File: src/hw/rtl/ddp_pkg.sv
// ----------------------------------------------------------------------------
// Davidson preconditioner package
// Shared types and constants for the controller, datapath and channels.
// ----------------------------------------------------------------------------
`timescale 1ns / 1ps

package ddp_pkg;

	localparam int NORM_W      = 64;
	localparam int CFG_INDEX_W = 2;

	localparam logic [CFG_INDEX_W-1:0] CFG_EIGEN_VALUE  = 2'd0;
	localparam logic [CFG_INDEX_W-1:0] CFG_SMALL_LIMIT  = 2'd1;
	localparam logic [CFG_INDEX_W-1:0] CFG_LANCZOS_MODE = 2'd2;

	typedef enum logic [4:0] {
		ST_IDLE   = 5'b00001,
		ST_SETUP  = 5'b00010,
		ST_DIVIDE = 5'b00100,
		ST_SQUARE = 5'b01000,
		ST_ACCUM  = 5'b10000
	} state_t;

	typedef struct packed {
		logic load;
		logic setup;
		logic step;
		logic square;
		logic accum;
	} cmd_t;

	typedef struct packed {
		logic skip;
		logic out_free;
	} status_t;

endpackage

File: src/hw/rtl/ddp_if.sv
// ----------------------------------------------------------------------------
// Davidson preconditioner channels
// Valid/ready interfaces for input words, result words and register writes.
// ----------------------------------------------------------------------------
`timescale 1ns / 1ps

interface ddp_in_if #(parameter int VALUE_WIDTH = 32) ();
	logic                          valid;
	logic                          ready;
	logic signed [VALUE_WIDTH-1:0] residual;
	logic signed [VALUE_WIDTH-1:0] diagonal;
	logic                          last_in_block;

	modport source (output valid, residual, diagonal, last_in_block, input ready);
	modport sink (input valid, residual, diagonal, last_in_block, output ready);
endinterface

interface ddp_out_if #(parameter int VALUE_WIDTH = 32) ();
	logic                          valid;
	logic                          ready;
	logic signed [VALUE_WIDTH-1:0] scaled;
	logic [ddp_pkg::NORM_W-1:0]    square_sum;
	logic                          was_zeroed;
	logic                          saturated;
	logic                          block_end;

	modport source (output valid, scaled, square_sum, was_zeroed, saturated, block_end,
		input ready);
	modport sink (input valid, scaled, square_sum, was_zeroed, saturated, block_end,
		output ready);
endinterface

interface ddp_cfg_if #(parameter int VALUE_WIDTH = 32) ();
	logic                            valid;
	logic                            ready;
	logic [ddp_pkg::CFG_INDEX_W-1:0] index;
	logic [VALUE_WIDTH-1:0]          data;

	modport source (output valid, index, data, input ready);
	modport sink (input valid, index, data, output ready);
endinterface

File: src/hw/rtl/davidson_diagonal_preconditioner_core.sv
// ----------------------------------------------------------------------------
// Davidson diagonal preconditioner core
// Scales residual words by 1 / (lambda - diagonal), or by one in Lanczos mode, and tracks the block norm.
//
// Channels: "in" takes residual, diagonal and last_in_block words; "out"
// returns scaled, square_sum, was_zeroed, saturated and block_end; "cfg"
// writes eigen_value (index 0), small_limit (1) and lanczos_mode (2), is
// always ready and must only be used while the core is idle.
// A word accepted from "in" passes through setup, the divider steps,
// squaring and accumulation before its result is registered for "out";
// a zeroed or out-of-range word skips the divider.
// The core holds one word at a time and takes the next only once the
// last has left the accumulate step; the shared radix-2 divider works
// one quotient bit per cycle.
// A finished result sits in the output register while the next word is
// accepted and divided; when the receiver stalls, the following result
// waits in the accumulate step and the input stops taking words.
// Reset clears the norm, restores the register defaults (eigen_value 0,
// small_limit 1, Davidson mode) and leaves the core idle and ready.
// ----------------------------------------------------------------------------
`timescale 1ns / 1ps

module davidson_diagonal_preconditioner_core #(
	parameter int VALUE_WIDTH = 32,
	parameter int FRAC_BITS   = 16
) (
	input  logic        clk,
	input  logic        arst_n,
	ddp_in_if.sink      in,
	ddp_out_if.source   out,
	ddp_cfg_if.sink     cfg
);

	ddp_pkg::cmd_t    cmd;
	ddp_pkg::status_t status;
	logic             in_ready;

	assign in.ready  = in_ready;
	assign cfg.ready = 1'b1;

	ddp_ctrl #(
		.VALUE_WIDTH (VALUE_WIDTH)
	) u_ctrl (
		.clk      (clk),
		.arst_n   (arst_n),
		.in_valid (in.valid),
		.in_ready (in_ready),
		.status   (status),
		.cmd      (cmd)
	);

	ddp_datapath #(
		.VALUE_WIDTH (VALUE_WIDTH),
		.FRAC_BITS   (FRAC_BITS)
	) u_datapath (
		.clk              (clk),
		.arst_n           (arst_n),
		.cmd              (cmd),
		.status           (status),
		.in_residual      (in.residual),
		.in_diagonal      (in.diagonal),
		.in_last_in_block (in.last_in_block),
		.cfg_valid        (cfg.valid),
		.cfg_index        (cfg.index),
		.cfg_data         (cfg.data),
		.out_valid        (out.valid),
		.out_ready        (out.ready),
		.out_scaled       (out.scaled),
		.out_square_sum   (out.square_sum),
		.out_was_zeroed   (out.was_zeroed),
		.out_saturated    (out.saturated),
		.out_block_end    (out.block_end)
	);

endmodule

File: src/hw/rtl/ddp_ctrl.sv
// ----------------------------------------------------------------------------
// Davidson preconditioner controller
// Sequences load, setup, shared divider iterations, squaring and accumulation.
// ----------------------------------------------------------------------------
`timescale 1ns / 1ps

module ddp_ctrl #(
	parameter int VALUE_WIDTH = 32
) (
	input  logic             clk,
	input  logic             arst_n,
	input  logic             in_valid,
	output logic             in_ready,
	input  ddp_pkg::status_t status,
	output ddp_pkg::cmd_t    cmd
);

	localparam int CNTW = $clog2(VALUE_WIDTH);

	ddp_pkg::state_t state_q, state_d;
	logic [CNTW-1:0] cnt_q, cnt_d;

	assign in_ready = (state_q == ddp_pkg::ST_IDLE);

	always_comb begin
		state_d = state_q;
		cnt_d   = cnt_q;
		cmd     = '0;
		unique case (state_q)
			ddp_pkg::ST_IDLE: begin
				if (in_valid) begin
					cmd.load = 1'b1;
					state_d  = ddp_pkg::ST_SETUP;
				end
			end
			ddp_pkg::ST_SETUP: begin
				cmd.setup = 1'b1;
				cnt_d     = CNTW'(VALUE_WIDTH - 1);
				state_d   = status.skip ? ddp_pkg::ST_SQUARE : ddp_pkg::ST_DIVIDE;
			end
			ddp_pkg::ST_DIVIDE: begin
				cmd.step = 1'b1;
				if (cnt_q == '0) begin
					state_d = ddp_pkg::ST_SQUARE;
				end else begin
					cnt_d = cnt_q - 1'b1;
				end
			end
			ddp_pkg::ST_SQUARE: begin
				cmd.square = 1'b1;
				state_d    = ddp_pkg::ST_ACCUM;
			end
			ddp_pkg::ST_ACCUM: begin
				if (status.out_free) begin
					cmd.accum = 1'b1;
					state_d   = ddp_pkg::ST_IDLE;
				end
			end
			default: begin
				state_d = ddp_pkg::ST_IDLE;
			end
		endcase
	end

	always_ff @(posedge clk or negedge arst_n) begin
		if (!arst_n) begin
			state_q <= ddp_pkg::ST_IDLE;
			cnt_q   <= '0;
		end else begin
			state_q <= state_d;
			cnt_q   <= cnt_d;
		end
	end

endmodule

File: src/hw/rtl/ddp_datapath.sv
// ----------------------------------------------------------------------------
// Davidson preconditioner datapath
// Registers, radix-2 restoring divider, squarer and saturating norm.
// ----------------------------------------------------------------------------
`timescale 1ns / 1ps

module ddp_datapath #(
	parameter int VALUE_WIDTH = 32,
	parameter int FRAC_BITS   = 16
) (
	input  logic                            clk,
	input  logic                            arst_n,
	input  ddp_pkg::cmd_t                   cmd,
	output ddp_pkg::status_t                status,
	input  logic signed [VALUE_WIDTH-1:0]   in_residual,
	input  logic signed [VALUE_WIDTH-1:0]   in_diagonal,
	input  logic                            in_last_in_block,
	input  logic                            cfg_valid,
	input  logic [ddp_pkg::CFG_INDEX_W-1:0] cfg_index,
	input  logic [VALUE_WIDTH-1:0]          cfg_data,
	output logic                            out_valid,
	input  logic                            out_ready,
	output logic signed [VALUE_WIDTH-1:0]   out_scaled,
	output logic [ddp_pkg::NORM_W-1:0]      out_square_sum,
	output logic                            out_was_zeroed,
	output logic                            out_saturated,
	output logic                            out_block_end
);

	localparam int VW   = VALUE_WIDTH;
	localparam int NW   = VW + FRAC_BITS;
	localparam int MAGW = (VW + 1 > FRAC_BITS + 1) ? VW + 1 : FRAC_BITS + 1;
	localparam int DENW = MAGW + 1;
	localparam int CW   = (FRAC_BITS > MAGW) ? FRAC_BITS : MAGW;
	localparam int NRMW = ddp_pkg::NORM_W;

	localparam logic signed [DENW-1:0] UNIT_DEN = DENW'(1) << FRAC_BITS;
	localparam logic [VW-1:0]          LIM_NEG  = {1'b1, {(VW-1){1'b0}}};
	localparam logic [VW-1:0]          LIM_POS  = {1'b0, {(VW-1){1'b1}}};

	// configuration
	logic signed [VW-1:0] eigen_q;
	logic [VW-2:0]        limit_q;
	logic                 lanczos_q;

	// captured word
	logic signed [VW-1:0] res_q;
	logic signed [VW-1:0] diag_q;
	logic                 last_q;

	// divider
	logic [MAGW-1:0] dmag_q;
	logic [MAGW-1:0] rem_q;
	logic [VW-1:0]   lq_q;
	logic            neg_q;
	logic            zeroed_q;
	logic            ovf_q;

	// square stage
	logic signed [VW-1:0] scaled_q;
	logic [NRMW-1:0]      sq_q;
	logic                 sat_q;

	// norm and result
	logic [NRMW-1:0] acc_q;
	logic            out_vld_q;

	logic signed [DENW-1:0] den_d;
	logic [MAGW-1:0]        dmag_d;
	logic [VW-1:0]          nmag_d;
	logic [NW-1:0]          num_d;
	logic [FRAC_BITS-1:0]   num_hi_d;
	logic                   ovf_d;
	logic                   zeroed_d;
	logic                   neg_d;

	logic [MAGW:0]   rem_sh;
	logic            rem_ge;
	logic [MAGW-1:0] rem_next;

	logic [VW-1:0]   lim_d;
	logic            sat_d;
	logic [VW-1:0]   qc_d;
	logic [63:0]     qext_d;
	logic [63:0]     prod_d;
	logic [NRMW-1:0] sq_d;

	logic [NRMW:0]   sum_d;
	logic [NRMW-1:0] nrm_d;

	// setup: denominator, magnitudes, threshold and range check
	always_comb begin
		den_d    = lanczos_q ? UNIT_DEN : (DENW'(eigen_q) - DENW'(diag_q));
		dmag_d   = den_d[DENW-1] ? MAGW'(-den_d) : MAGW'(den_d);
		nmag_d   = res_q[VW-1] ? VW'(-res_q) : VW'(res_q);
		num_d    = {nmag_d, {FRAC_BITS{1'b0}}};
		num_hi_d = num_d[NW-1:VW];
		ovf_d    = CW'(num_hi_d) >= CW'(dmag_d);
		zeroed_d = !(dmag_d > MAGW'(limit_q));
		neg_d    = res_q[VW-1] ^ den_d[DENW-1];
	end

	assign status.skip     = zeroed_d || ovf_d;
	assign status.out_free = !out_vld_q || out_ready;

	// one restoring step
	always_comb begin
		rem_sh   = {rem_q, lq_q[VW-1]};
		rem_ge   = rem_sh >= {1'b0, dmag_q};
		rem_next = rem_ge ? MAGW'(rem_sh - {1'b0, dmag_q}) : MAGW'(rem_sh);
	end

	// clip and square
	always_comb begin
		lim_d  = neg_q ? LIM_NEG : LIM_POS;
		sat_d  = !zeroed_q && (ovf_q || (lq_q > lim_d));
		qc_d   = zeroed_q ? '0 : (sat_d ? lim_d : lq_q);
		qext_d = 64'(qc_d);
		prod_d = qext_d[31:0] * qext_d[31:0];
		sq_d   = (|qext_d[63:32]) ? {NRMW{1'b1}} : NRMW'(prod_d);
	end

	// saturating norm
	always_comb begin
		sum_d = {1'b0, acc_q} + {1'b0, sq_q};
		nrm_d = sum_d[NRMW] ? {NRMW{1'b1}} : sum_d[NRMW-1:0];
	end

	always_ff @(posedge clk or negedge arst_n) begin
		if (!arst_n) begin
			eigen_q   <= '0;
			limit_q   <= (VW-1)'(1);
			lanczos_q <= 1'b0;
		end else if (cfg_valid) begin
			unique case (cfg_index)
				ddp_pkg::CFG_EIGEN_VALUE:  eigen_q   <= cfg_data;
				ddp_pkg::CFG_SMALL_LIMIT:  limit_q   <= cfg_data[VW-2:0];
				ddp_pkg::CFG_LANCZOS_MODE: lanczos_q <= cfg_data[0];
				default: begin
				end
			endcase
		end
	end

	always_ff @(posedge clk) begin
		if (cmd.load) begin
			res_q  <= in_residual;
			diag_q <= in_diagonal;
			last_q <= in_last_in_block;
		end
		if (cmd.setup) begin
			dmag_q   <= dmag_d;
			rem_q    <= MAGW'(num_hi_d);
			lq_q     <= num_d[VW-1:0];
			neg_q    <= neg_d;
			zeroed_q <= zeroed_d;
			ovf_q    <= ovf_d;
		end else if (cmd.step) begin
			rem_q <= rem_next;
			lq_q  <= {lq_q[VW-2:0], rem_ge};
		end
		if (cmd.square) begin
			scaled_q <= neg_q ? VW'(-qc_d) : qc_d;
			sq_q     <= sq_d;
			sat_q    <= sat_d;
		end
		if (cmd.accum) begin
			out_scaled     <= scaled_q;
			out_square_sum <= nrm_d;
			out_was_zeroed <= zeroed_q;
			out_saturated  <= sat_q;
			out_block_end  <= last_q;
		end
	end

	always_ff @(posedge clk or negedge arst_n) begin
		if (!arst_n) begin
			acc_q     <= '0;
			out_vld_q <= 1'b0;
		end else begin
			if (cmd.accum) begin
				acc_q     <= last_q ? '0 : nrm_d;
				out_vld_q <= 1'b1;
			end else if (out_ready) begin
				out_vld_q <= 1'b0;
			end
		end
	end

	assign out_valid = out_vld_q;

endmodule

File: src/flat_wrapper.sv
// flat-port wrapper written by rule: the top's interface ports become plain ports
module davidson_diagonal_preconditioner_core_flat 
#(
	parameter int VALUE_WIDTH = 32,
	parameter int FRAC_BITS   = 16
)
  (clk, arst_n, in_valid, in_residual, in_diagonal, in_last_in_block, in_ready, out_valid, out_scaled, out_square_sum, out_was_zeroed, out_saturated, out_block_end, out_ready, cfg_valid, cfg_index, cfg_data, cfg_ready);
  ddp_in_if #(.VALUE_WIDTH(VALUE_WIDTH)) in_i ();
  ddp_out_if #(.VALUE_WIDTH(VALUE_WIDTH)) out_i ();
  ddp_cfg_if #(.VALUE_WIDTH(VALUE_WIDTH)) cfg_i ();
  input  logic clk;
  input  logic arst_n;
  input wire logic [$bits(in_i.valid)-1:0] in_valid;
  input wire logic [$bits(in_i.residual)-1:0] in_residual;
  input wire logic [$bits(in_i.diagonal)-1:0] in_diagonal;
  input wire logic [$bits(in_i.last_in_block)-1:0] in_last_in_block;
  output wire logic [$bits(in_i.ready)-1:0] in_ready;
  output wire logic [$bits(out_i.valid)-1:0] out_valid;
  output wire logic [$bits(out_i.scaled)-1:0] out_scaled;
  output wire logic [$bits(out_i.square_sum)-1:0] out_square_sum;
  output wire logic [$bits(out_i.was_zeroed)-1:0] out_was_zeroed;
  output wire logic [$bits(out_i.saturated)-1:0] out_saturated;
  output wire logic [$bits(out_i.block_end)-1:0] out_block_end;
  input wire logic [$bits(out_i.ready)-1:0] out_ready;
  input wire logic [$bits(cfg_i.valid)-1:0] cfg_valid;
  input wire logic [$bits(cfg_i.index)-1:0] cfg_index;
  input wire logic [$bits(cfg_i.data)-1:0] cfg_data;
  output wire logic [$bits(cfg_i.ready)-1:0] cfg_ready;
  assign in_i.valid = in_valid;
  assign in_i.residual = in_residual;
  assign in_i.diagonal = in_diagonal;
  assign in_i.last_in_block = in_last_in_block;
  assign in_ready = in_i.ready;
  assign out_valid = out_i.valid;
  assign out_scaled = out_i.scaled;
  assign out_square_sum = out_i.square_sum;
  assign out_was_zeroed = out_i.was_zeroed;
  assign out_saturated = out_i.saturated;
  assign out_block_end = out_i.block_end;
  assign out_i.ready = out_ready;
  assign cfg_i.valid = cfg_valid;
  assign cfg_i.index = cfg_index;
  assign cfg_i.data = cfg_data;
  assign cfg_ready = cfg_i.ready;
  davidson_diagonal_preconditioner_core #(.VALUE_WIDTH(VALUE_WIDTH), .FRAC_BITS(FRAC_BITS)) u_core (.clk(clk), .arst_n(arst_n), .in(in_i), .out(out_i), .cfg(cfg_i));
endmodule
File: config.mk
export PLATFORM = sky130hd
export DESIGN_NAME = davidson_diagonal_preconditioner_core_flat
export DESIGN_NICKNAME = d
export VERILOG_FILES = /design/src/hw/rtl/ddp_pkg.sv /design/src/hw/rtl/ddp_if.sv /design/src/hw/rtl/davidson_diagonal_preconditioner_core.sv /design/src/hw/rtl/ddp_ctrl.sv /design/src/hw/rtl/ddp_datapath.sv /design/src/flat_wrapper.sv
export SDC_FILE = /design/constraint.sdc
export NUM_CORES = 2
export LEC_CHECK = 0
export BUFFER_PORTS_ARGS = -buffer_cell sky130_fd_sc_hd__clkbuf_2
export CAP_MARGIN = 20
export CORE_UTILIZATION = 40
export DETAILED_ROUTE_END_ITERATION = 10
export GPL_ROUTABILITY_DRIVEN = 0
export PLACE_DENSITY_LB_ADDON = 0.12
export RECOVER_POWER = 100
export SLEW_MARGIN = 0
export SYNTH_ARGS = -nofsm -noshare
export SYNTH_HDL_FRONTEND = slang
export SYNTH_HIERARCHICAL = 1
export SYNTH_SLANG_ARGS = --single-unit
export TNS_END_PERCENT = 20
File: constraint.sdc
create_clock -name clk -period 15.7 [get_ports clk]
set_input_delay 0.785 -clock clk [delete_from_list [all_inputs] [get_ports clk]]
set_output_delay 0.785 -clock clk [all_outputs]
set_load 0.02 [all_outputs]
==> impl_metrics.toml <==
[cts]
cts_tree = "built"
htree_levels = 2
clockBufferDepth = 3
cts_resized = 0
clkLatencyLatePin_ns = 0.71
root_buffer = "clkbuf_16"
postCtsHoldBufs = 0
cts_buffers = 61
clock_sinks = 499
post_cts_buffers = 0
path_clk_slew_ns = 0.06

[run_status]
status = "finished with violations"
violations = "DRC, capacitance limit, slew limit"

[layout]
layout-drive-gt1-share_pct = 6.784
finalNetCount = 7495
finalInstanceArea_mm2 = 0.06311
fin_util_pct = 43.93
area_delta_synth_final_pct = 9.005

[grt]
grt_pass1_wl_um = 279800
grt_pass1_vias = 44930
grt_start_max_net_pins = 78
grt_usage_pct = 25.45
antenna_found_initial = 7
grt_overflow = 0

[min_path]
hp-start = "in_diagonal[1]"
hp-class = "in -> reg"
holdPathStages = 1
hold_end = "u_core/u_datapath/diag_q[1]"

[detailed_routing]
wl_um = 186200
ant_nets = 0
viasPerCell = 5.364
drcViolationCount = 52
drt-initial-drc-count = 3525
vias = 43190
drt_pass1_iterations = 11
wl_per_cell_um = 23.12

[worst_setup_path]
reg2reg_to = "u_core/u_datapath/sq_q[48]"
r2r_start = "u_core/u_datapath/neg_q"
crit_required_ns = 16.12
critPathLaunchType = "flip-flop"
slowest_stage = "clkbuf_1"
critical_path.max_fanout = 64
worst-setup-path-type = "reg -> reg"
critPathMaxStageDelay_ns = 1.03
rrSetupSlack_ns = 1.48
reg2reg_depth = 40
worstPathArrival_ns = 14.64
worst_setup_path_end_kind = "flip-flop"

[timing]
relSlewSlack_pct = -226.0
fin_crit_sh_pct = 90.59
finalClockSkew_ns = 0.04456
tightest_slew_ns = 4.890
fmax_mhz = 70.31
hold_viol = 0
maxSlewViolCount = 745
setup_tns_ns = 0
setup_viol = 0
rsz0062_at_grt = "no"
fin_crit_ns = 14.22

[synthesis]
yosysTopAreaCellShare_pct = 27.66
netlist_area_mm2 = 0.05790
ys_top_cells_by_count = "inv_1 (1,155), fa_1 (800), nor2_1 (513)"
seq_area_frac_synth_pct = 24.11
ys_ff_latch = 499
avgSynthCellArea_um2 = 9.729
synthTopCellsByArea = "fa_1 (28%), edfxtp_1 (17%), ha_1 (11%), inv_1 (7.5%), dfrtp_1 (5.9%)"
synth_cell_types = 102
yosys.cell_count.top_type = "inv_1"
syn-instance-count = 5951
synthArstFlopShare_pct = 27.86
yosys.area.top_type = "fa_1"
synth_edf_count = 327
synth_nets = 7352
synth-main-ff-cell = "edfxtp_1"
yosys_warnings = 6

[floorplan]
die_w_um = 382.5
core_mm2 = 0.1437
die_y_um = 382.5
initial_core_util_pct = 40.30
io_pins = 206
die_area_mm2 = 0.1463
row_count = 139

[placed_design]
place_area_mm2 = 0.06120
dp_hpwl_um = 148700
port_buffers = 204

[job]
drv_cap = 15
cells by family after synthesis:
kind of cell,after synthesis,share of synthesized area (%)
AO/OA/AOI/OAI,962,11.12
XOR/XNOR,271,4.100
adder cells (fa/ha/maj),1297,38.40
buffers and inverters,1367,8.903
flip-flops,499,24.11
multiplexers,89,1.679
other,1,0.006477
AND/OR/NAND/NOR,1465,11.67
routing by layer:
layer  global-route usage (%)  up-vias  wire [µm]
li1                         -    19640          -
met1                    32.71    21790      76280
met2                    43.11     1380      89130
met3                    4.308      379      12990
met4                    8.859        6       7734
met5                        0        -         51
cell usage in the layout (no fill, tap or decap), types with 17 or more instances in the layout:
cell	n
nand3_1	52
o21ai_0	163
nor2_1	502
clkbuf_1	141
a211oi_1	24
o31ai_1	27
mux2i_1	24
or3_1	18
dfrtp_1	137
inv_1	1155
nand2b_1	90
and3_1	38
nand3b_1	17
edfxtp_1	327
clkbuf_2	101
or2_2	57
ha_1	497
fa_1	800
nand4_1	50
a221oi_1	18
o21a_1	35
nand2_1	459
buf_4	50
a22o_1	62
xnor2_1	181
o21bai_1	23
mux2_2	63
nor3_1	50
a311oi_1	17
dfxtp_1	33
a21oi_1	250
clkbuf_16	61
nor2b_1	37
xor2_1	90
a31oi_1	42
a21o_1	155
registers in the layout, indices dropped and copies added, names as in the netlist, 5 cells and up:
register / flops
u_core/u_datapath/acc_q: 64
u_core/u_datapath/out_square_sum: 64
u_core/u_datapath/scaled_q: 32
u_core/u_ctrl/state_q: 5
u_core/u_ctrl/cnt_q: 5
u_core/u_datapath/lq_q: 32
u_core/u_datapath/res_q: 32
u_core/u_datapath/out_scaled: 32
u_core/u_datapath/dmag_q: 33
u_core/u_datapath/sq_q: 62
u_core/u_datapath/rem_q: 33
u_core/u_datapath/diag_q: 32
u_core/u_datapath/limit_q: 31
u_core/u_datapath/eigen_q: 32
final cells by class:
type	instances	area (µm²)
multi-input cells	4085	38820
inverters	1168	4384
well taps	1903	2381
flip-flops and latches	499	13960
clock inverters	37	551.8
diodes	2	5.005
clock buffers	79	1644
fillers	14190	80540
repair buffers	279	1361
how the worst max path moves through the flow:
| stage | start | endpoint | slack [ns] | depth (start not counted) |
|---|---|---|---|---|
| 5_1_grt | u_core/u_datapath/neg_q | u_core/u_datapath/sq_q[59] | 0.77 | 39 |
| 3_3_place_gp | u_core/u_datapath/neg_q | u_core/u_datapath/sq_q[59] | 2.58 | 32 |
| 2_1_floorplan | u_core/u_datapath/neg_q | u_core/u_datapath/sq_q[59] | 4.61 | 42 |
| 3_5_place_dp | u_core/u_datapath/neg_q | u_core/u_datapath/sq_q[63] | 2.25 | 32 |
| 6_report | u_core/u_datapath/neg_q | u_core/u_datapath/sq_q[48] | 1.48 | 40 |
| 4_1_cts | u_core/u_datapath/neg_q | u_core/u_datapath/sq_q[63] | 2.23 | 32 |
through the flow:
step	cells	hold slack, ns	setup slack (ns)
floorplan	5951	0.4003	4.610
finish	8052	0.2684	1.477
global placement	7934	0.4006	2.585
detailed placement	7934	0.4045	2.247
global route	8050	0.2243	0.7689
CTS	8050	0.1783	2.230
critical path: cells and delay by family, from the launching register on:
family	cells	cell delay (ns)
AOI/OAI and AO/OA	13	4.70
DFF	1	0.32
adders and majority gates	10	4.21
buffers and inverters	10	2.80
xor gates and xnor gates	1	0.14
and+or+nand+nor	6	1.72
Power is left out: the tool's default activity adds up to more than one toggle a clock period on the data nets, which glitch-free logic cannot reach.
